==> config.mk <==
export PLATFORM = sky130hd
export DESIGN_NAME = hmm_div
export DESIGN_NICKNAME = d
export VERILOG_FILES = /design/src/design/hmm_div.sv
export SDC_FILE = /design/constraint.sdc
export NUM_CORES = 1
export LEC_CHECK = 0
export BUFFER_PORTS_ARGS = -buffer_cell sky130_fd_sc_hd__buf_2
export CORE_ASPECT_RATIO = 0.7
export CORE_MARGIN = 1.5
export CORE_UTILIZATION = 50
export DETAILED_ROUTE_END_ITERATION = 10
export PLACE_DENSITY_LB_ADDON = 0.15
export SYNTH_ARGS = -nofsm -noshare
export SYNTH_HDL_FRONTEND = slang
export SYNTH_SLANG_ARGS = --single-unit
==> constraint.sdc <==
create_clock -name clk -period 19.2 [get_ports clk]
set_input_delay 0.96 -clock clk [delete_from_list [all_inputs] [get_ports clk]]
set_output_delay 0.96 -clock clk [all_outputs]
set_load 0.1 [all_outputs]
==> src/design/hmm_div.sv <==
// Restoring divider that produces one quotient bit per cycle.
module hmm_div #(
  parameter int NUM_W = 42,
  parameter int DEN_W = 33,
  parameter int Q_W   = 8
) (
  input  logic             clk,
  input  logic             rst,
  input  logic             start,
  input  logic [NUM_W-1:0] num,
  input  logic [DEN_W-1:0] den,
  output logic             done,
  output logic [Q_W-1:0]   quo
);

  localparam int CNT_W = $clog2(Q_W + 1);

  logic [NUM_W-1:0] rem;
  logic [NUM_W-1:0] dsh;
  logic [CNT_W-1:0] cnt;
  logic             busy;
  logic             ge;

  assign ge = (rem >= dsh);

  always_ff @(posedge clk) begin
    if (rst) begin
      busy <= 1'b0;
      done <= 1'b0;
    end else begin
      done <= 1'b0;
      if (start) begin
        rem  <= num;
        dsh  <= NUM_W'(den) << (Q_W - 1);
        quo  <= '0;
        cnt  <= CNT_W'(Q_W);
        busy <= 1'b1;
      end else if (busy) begin
        if (ge) begin
          rem <= rem - dsh;
        end
        quo <= (quo << 1) | Q_W'(ge);
        dsh <= dsh >> 1;
        cnt <= cnt - CNT_W'(1);
        if (cnt == CNT_W'(1)) begin
          busy <= 1'b0;
          done <= 1'b1;
        end
      end
    end
  end

endmodule
==> run summary <==
post-synth net total -> 836
unrepaired setup endpoints after global routing -> no
CTS tree -> done
Die H -> 98.5 um
Clock Power Share -> 27.1%
post-synthesis mux area share -> 0%
largest family of logic cells by synthesized area -> compound AO/OA/AOI/OAI gates
Final Net Count -> 903
ANT cells -> 0
Core Area -> 12,500 um2
failing checks -> design-rule violations
Synth Area in Compound Gates -> 20.7%
Post-Syn Area -> 6520 um2
fin crit period -> 3.49 ns
worst rel slew slack -> 48.7%
leading area contributor after synthesis -> edfxtp_1
outcome -> finished with violations
share of flip-flops with an asynchronous set or reset -> 0%
# setup viols final -> 0
CP Class -> reg -> reg
Worst EP required -> 19.19 ns
row count -> 34
worst r2r dst -> rem[11]
Slowest-stage cell, CP -> buf_4
CTS max path bufs -> 2
initial core utilization -> 52.0%
r2r setup slk -> 15.71 ns
skew final -> 0.00853 ns
min-delay worst type -> reg -> reg
Psw -> 0.000209 W
Gates resized, CTS repair -> 0
post-synthesis simple-gate area fraction -> 17.8%
Yosys reg bits -> 96
num ports -> 87
largest net degree at the start of global routing -> 91
Wirelength per Cell -> 16.1 um
clk slew on worst S/H paths -> 0.06 ns
Buffers on Ports -> 86
syn_area_per_cell -> 9.12 um2
Clk Latency, worst-skew pair -> 0.35 ns
worst slew pin tran -> 0.769 ns
Vias/cell -> 5.70
synth-to-layout area growth -> 12.3%
initial drt markers -> 392
VDD IR-drop max -> 44.2 uV
post-CTS setup buffers -> 0
Gate power share -> 31.0%
routability cong. -> 0.878
H-tree depth -> 3
CP delay by family, top -> compound AO/OA/AOI/OAI gates
global route total overflow -> 0
dominant synthesized flop cell -> edfxtp_1
sequential share of power -> 41.9%
Max-Cap Viols -> 0
number of remaining DRC errors -> 6
Max Freq -> 0.287 GHz
startpoint types -> flip-flop
commonest non-fill, non-tap cell in the layout -> nand2_1
die footprint -> 13,700 um2
Tot GR Track Use -> 22.9%
Post-Synth XOR/XNOR Area -> 4.03%
# clock sinks -> 96
Fin. Hold Viols -> 0
Sum Neg Setup Slack -> 0 ns
sequential cell area fraction in the yosys report -> 43.9%
cell count after synthesis -> 715
R2R depth -> 11
top cells by area, synth -> edfxtp_1 43%, ha_1 8.1%, nand2_1 6.2%
fin. max-slew vios -> 0
post-synthesis adder-cell area fraction -> 8.37%
Synthesis Warnings -> 0
Final Power -> 0.000623 W
Hold Path Origin -> busy
final wirelength -> 15.3 mm
most frequent cells in the layout -> 107 x nand2_1, 94 x edfxtp_1, 85 x buf_2, 79 x o21ai_0, 52 x inv_1
Worst Hold Depth -> 1
CTS buffer count -> 9
hold_buf cts -> 0
clock root cell -> clkbuf_16
vias in the first global route -> 5,251
CP peak stage delay -> 0.50 ns
DRT Pass-1 Iters -> 8
critical path data arrival time -> 3.47 ns
crit-path cells -> ha_1 -> fa_1 -> nor2b_1 -> o21ai_1 -> a21oi_1 -> o21ai_1 -> a21o_1 -> nand2_1 -> a21oi_1 -> a2111oi_2 -> buf_4
hpwl dp -> 11.1 mm
first-pass GRT wire length -> 25.6 mm
post-route ant nets -> 0
switch share -> 33.5%
total via count in the routed design -> 5,407
pwr dens -> 85.1 nW/um2
Crit path buffers/inverters -> 1
crit-path max FO -> 34
Die Wd -> 139 um
P_leak -> 3.05 nW
Critical R2R Launch -> dsh[0]
fin crit share -> 18.2%
Hold Path End -> done
Crit. End Element -> flip-flop
post-synth cell types -> 60
Post-synth EDFFs -> 94
antenna violations before repair -> 0
Internal -> 0.000414 W
share of layout cells above drive strength 1 -> 15.2%
Yosys top cell area share -> 43.3%
worst max path at each step:
stage                start      end  slack (ns)  cells past startpoint
finish              dsh[0]  rem[11]       15.71                     11
global route        dsh[0]  rem[41]       15.50                     11
CTS                 dsh[0]  rem[41]       15.68                     11
detailed placement   start  rem[16]       15.53                      5
global placement     start  rem[30]       15.62                      5
floorplan           dsh[0]   rem[0]       12.12                     10
synth_stat cells, types with 13 or more instances:
master	instances
nand2_1	107
edfxtp_1	94
o21ai_0	79
inv_1	52
nor2_1	44
a21oi_1	42
ha_1	42
a21o_1	23
clkbuf_1	20
nand3_1	16
xnor2_1	16
nor2b_1	15
nor3_1	14
xor2_1	14
buf_2	13
nand4_1	13
area by class of cell:
type	instances	area, um2
inverter	52	195
clock inverter	5	32.5
timing repair buffer	90	463
tap	162	203
sequential	96	2860
clock buffer	11	233
fill	1143	5230
multi-input combinational	533	3330
cells by family (layout without fill, tap and decap cells):
| logic type | count (synthesis) | in the layout |
|---|---|---|
| AOI/OAI and AO/OA | 213 | 213 |
| xor gates and xnor gates | 30 | 30 |
| adders and majority gates | 43 | 43 |
| buffers and inverters | 86 | 158 |
| DFF | 96 | 96 |
| and+or+nand+nor | 247 | 247 |
stage by stage:
step	setup WS, ns	util [%]	hold slack, ns	cell area (um2)	std cells
finish	15.71	58.3	0.493	7320	949
detailed placement	15.53	56.2	0.482	7050	933
floorplan	12.12	-	0.454	6520	715
CTS	15.68	58.3	0.496	7320	949
global route	15.50	58.3	0.503	7320	949
global placement	15.62	56.2	0.466	7050	933
per-layer routing:
metal | GRT usage [%] | part of all wire (%) | up-vias
li1 | - | - | 2706
met1 | 34.3 | 51 | 2545
met2 | 35.5 | 44 | 145
met3 | 3.55 | 4.8 | 11
met4 | 4.42 | 0.71 | 0
met5 | 0 | 0 | -
flip-flops by register name, indices dropped and copies added, names as in the netlist:
name,count
quo,8
done,1
busy,1
rem,42
dsh,40
cnt,4
power by group through the flow:
stage          Combinational, W  Clock (W)  Sequential (W)
2_1_floorplan          0.000136          0        0.000273
3_3_place_gp           0.000186          0        0.000265
3_5_place_dp           0.000189          0        0.000266
4_1_cts                0.000192   0.000171        0.000261
5_1_grt                0.000215   0.000177        0.000263
6_report               0.000193   0.000169        0.000261
(Power assumes the default switching activity.)
